File: src/hdl/dnp3_pkg.sv
// Shared constants, result codes and CRC helpers for the link frame receiver.
package dnp3_pkg;

  localparam logic [7:0] SYNC_FIRST  = 8'h05;
  localparam logic [7:0] SYNC_SECOND = 8'h64;
  localparam logic [4:0] BLOCK_DATA  = 5'd16;
  localparam logic [4:0] HDR_CRC_LO  = 5'd8;
  localparam logic [4:0] HDR_CRC_HI  = 5'd9;
  localparam logic [7:0] MIN_LENGTH  = 8'd5;
  localparam logic [15:0] CRC_POLY   = 16'hA6BC;

  // Result kinds carried on m_tuser
  localparam logic [2:0] KIND_HDR_OK  = 3'd0;
  localparam logic [2:0] KIND_DATA    = 3'd1;
  localparam logic [2:0] KIND_DONE    = 3'd2;
  localparam logic [2:0] KIND_REJECT  = 3'd3;
  localparam logic [2:0] KIND_CRC_BAD = 3'd4;

  // Reject reasons
  localparam logic [1:0] RSN_CRC  = 2'd0;
  localparam logic [1:0] RSN_LEN  = 2'd1;
  localparam logic [1:0] RSN_FC   = 2'd2;
  localparam logic [1:0] RSN_ADDR = 2'd3;

  // Register word index
  localparam logic REG_STATION = 1'b0;

  // One byte of reflected CRC-16, unrolled.
  function automatic logic [15:0] crc_add(input logic [15:0] crc, input logic [7:0] b);
    logic [15:0] c;
    c = crc ^ {8'h00, b};
    for (int k = 0; k < 8; k++) begin
      c = c[0] ? ((c >> 1) ^ CRC_POLY) : (c >> 1);
    end
    return c;
  endfunction

  function automatic logic crc_match(input logic [15:0] crc, input logic [7:0] lo,
                                     input logic [7:0] hi);
    return ~crc == {hi, lo};
  endfunction

  function automatic logic fc_valid(input logic [7:0] ctl);
    logic [3:0] fc;
    fc = ctl[3:0];
    if (ctl[6]) begin
      return fc == 4'd0 || fc == 4'd2 || fc == 4'd3 || fc == 4'd4 || fc == 4'd9;
    end
    return ctl == 8'd0 || ctl == 8'd1 || ctl == 8'd11 || ctl == 8'd15;
  endfunction

endpackage

File: src/hdl/dnp3_link_frame_receiver_core.sv
// Link frame receiver: sync hunt, header check and block-wise user data pass-through.
// A result is registered and appears on the master side in the cycle after the byte that causes it.
// Throughput: one byte per cycle while s_tready is high; the byte and the result register update in one pass.
// s_tready drops only while a result is held and m_tready is low.
// Synchronous reset returns to the sync hunt, clears counters, CRC and station address.
// Header byte storage is not reset; it is always written before it is read.
module dnp3_link_frame_receiver_core (
  input  logic        clk,
  input  logic        rst,
  input  logic        s_tvalid,
  output logic        s_tready,
  input  logic [7:0]  s_tdata,   // [7:0] rx_byte
  output logic        m_tvalid,
  input  logic        m_tready,
  // [7:0] data_byte, [15:8] frame_length, [23:16] control_byte,
  // [39:24] dest_address, [55:40] src_address, [57:56] reject_reason, rest zero
  output logic [63:0] m_tdata,
  output logic [2:0]  m_tuser,   // [2:0] kind
  input  logic        psel,
  input  logic        penable,
  input  logic        pwrite,
  input  logic [2:0]  paddr,
  input  logic [31:0] pwdata,
  output logic [31:0] prdata,
  output logic        pready
);
  import dnp3_pkg::*;

  localparam logic [1:0] PH_SYNC1  = 2'd0;
  localparam logic [1:0] PH_SYNC2  = 2'd1;
  localparam logic [1:0] PH_HEADER = 2'd2;
  localparam logic [1:0] PH_DATA   = 2'd3;

  logic [15:0] station_address;
  logic [1:0]  phase, phase_next;
  logic [4:0]  byte_index, byte_index_next;
  logic [7:0]  hdr [2:7];
  logic [15:0] crc, crc_next;
  logic [7:0]  crc_low, crc_low_next;
  logic [7:0]  data_remaining, data_remaining_next;
  logic        hdr_we;

  logic        out_kind_valid;
  logic [2:0]  res_kind;
  logic [7:0]  res_data;
  logic [1:0]  res_reason;

  logic [2:0]  out_kind;
  logic [7:0]  out_data, out_len, out_ctl;
  logic [15:0] out_dst, out_src;
  logic [1:0]  out_reason;

  logic        accept;
  logic [7:0]  b;
  logic [15:0] crc_step;
  logic [7:0]  rem_dec;

  assign pready   = 1'b1;
  assign prdata   = (paddr[2] == REG_STATION) ? {16'h0000, station_address} : 32'h0;
  assign s_tready = !m_tvalid || m_tready;
  assign accept   = s_tvalid && s_tready;
  assign b        = s_tdata;
  assign crc_step = crc_add(crc, b);
  assign rem_dec  = data_remaining - 8'd1;

  assign m_tuser = out_kind;
  assign m_tdata = {6'b0, out_reason, out_src, out_dst, out_ctl, out_len, out_data};

  always_ff @(posedge clk) begin
    if (rst) begin
      station_address <= '0;
    end else if (psel && penable && pwrite && pready && paddr[2] == REG_STATION) begin
      station_address <= pwdata[15:0];
    end
  end

  always_comb begin
    phase_next          = phase;
    byte_index_next     = byte_index;
    crc_next            = crc;
    crc_low_next        = crc_low;
    data_remaining_next = data_remaining;
    hdr_we              = 1'b0;
    out_kind_valid      = 1'b0;
    res_kind            = KIND_HDR_OK;
    res_data            = 8'h00;
    res_reason          = RSN_CRC;
    case (phase)
      PH_SYNC1: begin
        if (b == SYNC_FIRST) begin
          crc_next   = crc_add(16'h0000, b);
          phase_next = PH_SYNC2;
        end
      end
      PH_SYNC2: begin
        if (b == SYNC_SECOND) begin
          crc_next        = crc_step;
          byte_index_next = 5'd2;
          phase_next      = PH_HEADER;
        end else if (b == SYNC_FIRST) begin
          crc_next = crc_add(16'h0000, b);
        end else begin
          phase_next          = PH_SYNC1;
          byte_index_next     = '0;
          crc_next            = '0;
          data_remaining_next = '0;
        end
      end
      PH_HEADER: begin
        if (byte_index < HDR_CRC_LO) begin
          hdr_we          = 1'b1;
          crc_next        = crc_step;
          byte_index_next = byte_index + 5'd1;
        end else if (byte_index == HDR_CRC_LO) begin
          crc_low_next    = b;
          byte_index_next = HDR_CRC_HI;
        end else begin
          out_kind_valid = 1'b1;
          // checks in priority order; first failure names the reason
          if (!crc_match(crc, crc_low, b)) begin
            res_kind = KIND_REJECT;
            res_reason = RSN_CRC;
          end else if (hdr[2] < MIN_LENGTH) begin
            res_kind = KIND_REJECT;
            res_reason = RSN_LEN;
          end else if (!fc_valid(hdr[3])) begin
            res_kind = KIND_REJECT;
            res_reason = RSN_FC;
          end else if ({hdr[5], hdr[4]} != station_address) begin
            res_kind = KIND_REJECT;
            res_reason = RSN_ADDR;
          end else if (hdr[2] == MIN_LENGTH) begin
            res_kind = KIND_DONE;
          end else begin
            res_kind = KIND_HDR_OK;
          end
          if (res_kind == KIND_HDR_OK) begin
            data_remaining_next = hdr[2] - MIN_LENGTH;
            byte_index_next     = '0;
            crc_next            = '0;
            phase_next          = PH_DATA;
          end else begin
            phase_next          = PH_SYNC1;
            byte_index_next     = '0;
            crc_next            = '0;
            data_remaining_next = '0;
          end
        end
      end
      PH_DATA: begin
        if (byte_index < BLOCK_DATA && data_remaining != 8'd0) begin
          crc_next            = crc_step;
          data_remaining_next = rem_dec;
          byte_index_next     = (rem_dec == 8'd0) ? BLOCK_DATA : byte_index + 5'd1;
          out_kind_valid      = 1'b1;
          res_kind            = KIND_DATA;
          res_data            = b;
        end else if (byte_index <= BLOCK_DATA) begin
          crc_low_next    = b;
          byte_index_next = BLOCK_DATA + 5'd1;
        end else if (!crc_match(crc, crc_low, b) || data_remaining == 8'd0) begin
          out_kind_valid      = 1'b1;
          res_kind            = crc_match(crc, crc_low, b) ? KIND_DONE : KIND_CRC_BAD;
          phase_next          = PH_SYNC1;
          byte_index_next     = '0;
          crc_next            = '0;
          data_remaining_next = '0;
        end else begin
          // good block CRC, more data follows
          byte_index_next = '0;
          crc_next        = '0;
        end
      end
      default: begin
        phase_next = PH_SYNC1;
      end
    endcase
  end

  always_ff @(posedge clk) begin
    if (rst) begin
      phase          <= PH_SYNC1;
      byte_index     <= '0;
      crc            <= '0;
      crc_low        <= '0;
      data_remaining <= '0;
      m_tvalid       <= 1'b0;
    end else begin
      if (accept) begin
        phase          <= phase_next;
        byte_index     <= byte_index_next;
        crc            <= crc_next;
        crc_low        <= crc_low_next;
        data_remaining <= data_remaining_next;
      end
      if (accept && out_kind_valid) begin
        m_tvalid <= 1'b1;
      end else if (m_tready) begin
        m_tvalid <= 1'b0;
      end
    end
  end

  always_ff @(posedge clk) begin
    if (accept && hdr_we) begin
      hdr[byte_index[2:0]] <= b;
    end
    if (accept && out_kind_valid) begin
      out_kind   <= res_kind;
      out_data   <= res_data;
      out_reason <= res_reason;
      out_len    <= hdr[2];
      out_ctl    <= hdr[3];
      out_dst    <= {hdr[5], hdr[4]};
      out_src    <= {hdr[7], hdr[6]};
    end
  end

endmodule

File: config.mk
export PLATFORM = sky130hd
export DESIGN_NAME = dnp3_link_frame_receiver_core
export DESIGN_NICKNAME = d
export VERILOG_FILES = /design/src/hdl/dnp3_pkg.sv /design/src/hdl/dnp3_link_frame_receiver_core.sv
export SDC_FILE = /design/constraint.sdc
export NUM_CORES = 1
export LEC_CHECK = 0
export ABC_CLOCK_PERIOD_IN_PS = 11200
export BUFFER_PORTS_ARGS = -buffer_cell sky130_fd_sc_hd__buf_4
export CORE_MARGIN = 10
export CORE_UTILIZATION = 54
export DETAILED_ROUTE_END_ITERATION = 7
export PLACE_DENSITY = 0.79
export SLEW_MARGIN = 20
export SYNTH_ARGS = -nofsm -noshare
export SYNTH_HDL_FRONTEND = slang
export SYNTH_SLANG_ARGS = --single-unit
File: constraint.sdc
create_clock -name clk -period 11.2 [get_ports clk]
set_clock_uncertainty 0.2 [all_clocks]
set_input_delay 1.68 -clock clk [delete_from_list [all_inputs] [get_ports clk]]
set_output_delay 1.68 -clock clk [all_outputs]
set_load 0.05 [all_outputs]
==> results.yml <==
run_status:
  status: "completed"
drt:
  postRouteAntennaNets: 0
  avgViaCountPerCell: 5.584
  drtIter0Drc: 512
  vias: 5405
  dr.pass1.iters: 6
  routed_wl_mm: 18.34
  drcViolationCount: 0
  wire_per_inst_um: 18.95
global_routing:
  grt-ovfl-total: 0
  busiest_layer: "met2"
  gr-usage-met2_pct: 31.68
  grtUsageMet3_pct: 4.315
  grt_util_all_layers_pct: 18.56
  grt_pass1_wl_mm: 29.12
  grtUsageMet1_pct: 21.93
  grt_pass1_vias: 5424
  antenna_found_initial: 0
  grt_start_max_net_pins: 62
yosys:
  synthMostInstantiatedCell: "edfxtp_1"
  synth_top_area_share_pct: 42.75
  ys_top_cells_by_count: "edfxtp_1, nand2_1, xnor2_1, dfxtp_1, a21oi_1"
  yosys_warnings: 0
  syn_avg_cell_area_um2: 11.34
  synth-seq-cells: 165
  ys_types: 64
  synth.area.top_cells: "edfxtp_1, dfxtp_1, xnor2_1, xor2_1, nand2_1"
  synth_edf_count: 109
  synthFlopType: "edfxtp_1"
  syn_inst: 675
  synth-seq-area-share_pct: 57.39
  syn_area_mm2: 0.007656
  synth-async-reset-ratio_pct: 0
  synth_top_area_cell: "edfxtp_1"
critical_path:
  ff2ff_path_depth: 7
  startpoint_type: "primary input"
  arrival_ps: 4700
  path_max_fanout: 26
  r2r_end: "data_remaining[4]"
  critPathKind: "in2reg"
  cp.required_ps: 11310
  rrSetupSlack_ps: 8070
  end_kind: "flip-flop"
  worstReg2RegStart: "hdr[3][5]"
cts:
  cts.clk_slew.worst_paths_ps: 70
  cts-htree-levels: 4
  cts_root_buf: "clkbuf_16"
  cts.repair.resized: 0
  cts_buffers: 17
  postCtsSetupRepairBufs: 0
  clockBufferDepth: 2
  insertion_delay_ps: 430
  cts_sinks: 165
  cts_tree: "built"
  hold_buffers: 0
min_path:
  hold_path_class: "reg2reg"
  min_from: "hdr[7][4]"
  min_to: "out_src[12]"
  hold_depth: 0
power:
  pwr_density_cell_mw_per_mm2: 145.7
  p_leak_nw: 3.275
  p_int_uw: 983.2
  p_sw_share_pct: 25.72
  ir_drop_uv: 105.5
  switchingPower_uw: 340.4
  pwr-share-comb_pct: 8.2
  p_seq_share_pct: 48.8
  clockPowerShare_pct: 42.9
  power_mw: 1.324
die:
  ios: 152
  dieArea_mm2: 0.01934
  die_y_um: 139.1
  rows: 43
  die-width_um: 139.1
  core_area_mm2: 0.01388
  start_util_pct: 55.16
timing:
  final.setup.tns_ps: 0
  finalCritPeriodShare_pct: 40.97
  drv_slew: 0
  setup_viol: 0
  min_period_ps: 4588
  hold_violations: 0
  maxSlewHeadroom_pct: 38.76
  fmax_mhz: 217.9
  setup_ws_ps: 6612
  rsz0062_at_grt: "false"
  worst_slew_pin_slew_ps: 915.6
cells_and_area:
  nets: 833
  diodes: 0
  final_layout_size_suffix_gt1_share_pct: 20.43
  final_util_pct: 65.46
  area_growth_pct: 18.68
  fill_cells: 1031
placement:
  place_congestion: 0.9087
  io_buffers: 110
  dp_hpwl_mm: 12.79
  dp_slack_ps: 6201
run:
  maxCapViolations: 0
==> metal layers <==
layer | routed length, um | vias to the layer above
met3 | 1162 | 38
met2 | 9274 | 255
met5 | 0 | -
li1 | - | 2537
met1 | 7500 | 2575
met4 | 405 | 0
==> sequential cells by signal (all words and copies together), names as in the netlist <==
register	flops
m_tuser	3
out_ctl	8
station_address	16
byte_index	5
phase	2
out_src	16
hdr	48
crc	16
crc_low	8
out_reason	2
data_remaining	8
out_data	8
out_dst	16
out_len	8
m_tvalid	1
==> power groups by stage <==
stage               sequential (mW)  clock [mW]  combinational, mW
floorplan                     0.660           0             0.0893
global placement              0.660           0              0.107
detailed placement            0.660           0              0.107
CTS                           0.646       0.573              0.108
global route                  0.646       0.601              0.116
finish                        0.646       0.568              0.109
==> worst max path at each step <==
| stage | from | to | slack (ps) | cells past startpoint |
|---|---|---|---|---|
| floorplan | m_tready | m_tuser[0] | 5410 | 3 |
| global placement | s_tdata[2] | crc[15] | 6230 | 8 |
| detailed placement | s_tdata[2] | crc[6] | 6200 | 8 |
| CTS | s_tdata[2] | crc[4] | 6650 | 8 |
| global route | s_tdata[2] | crc[4] | 6490 | 8 |
| finish | s_tdata[2] | crc[6] | 6610 | 8 |
==> area by class of cell <==
class	instances	area, um^2	share of cell area (%)
flip-flops and latches	165	4394	48.36
multi-input cells	462	2972	32.70
repair buffers	113	848.3	9.336
clock buffers	17	425.4	4.682
well taps	180	225.2	2.479
clock inverters	15	161.4	1.776
inverters	16	60.06	0.6610
==> worst max-delay path: stages <==
cell,delay (ps)
buf_4,220
ha_1,170
or4b_4,450
or4b_4,540
mux2_4,310
a211oi_4,790
a21boi_0,410
a21oi_1,120
==> placed cells by master, fill, tap and decap left out, drive strengths merged, types with 4 or more instances in the layout <==
cell / n
ha: 8
a21boi: 5
nand2b: 8
nand3: 10
xor2: 33
conb: 23
o21ai: 27
nor2b: 22
clkbuf: 17
edfxtp: 109
nor3: 9
mux2i: 9
nor2: 35
inv: 23
nor4: 8
xnor2: 68
buf: 113
a21oi: 53
and2: 10
a31oi: 5
dfxtp: 56
or3: 4
nand2: 71
nand4: 12
clkinv: 5
==> per-stage QoR <==
stage	hold slack (ps)	std cells	instance area, um^2
6_report	217.4	968	9086
4_1_cts	217.8	968	9082
3_3_place_gp	203.8	936	8496
5_1_grt	228.0	968	9086
2_1_floorplan	200.3	696	7735
3_5_place_dp	204.5	936	8496
==> cell families (layout without fill, tap and decap cells) <==
family	after synthesis	in the layout	share of synthesized area [%]
DFF	165	165	57.40
and+or+nand+nor	206	206	13.74
xor gates and xnor gates	103	103	12.14
adders and majority gates	8	8	1.307
other	2	23	0.09809
AOI/OAI and AO/OA	112	112	8.972
buffers and inverters	69	161	4.968
muxes	10	10	1.373
(Power assumes the default switching activity.)
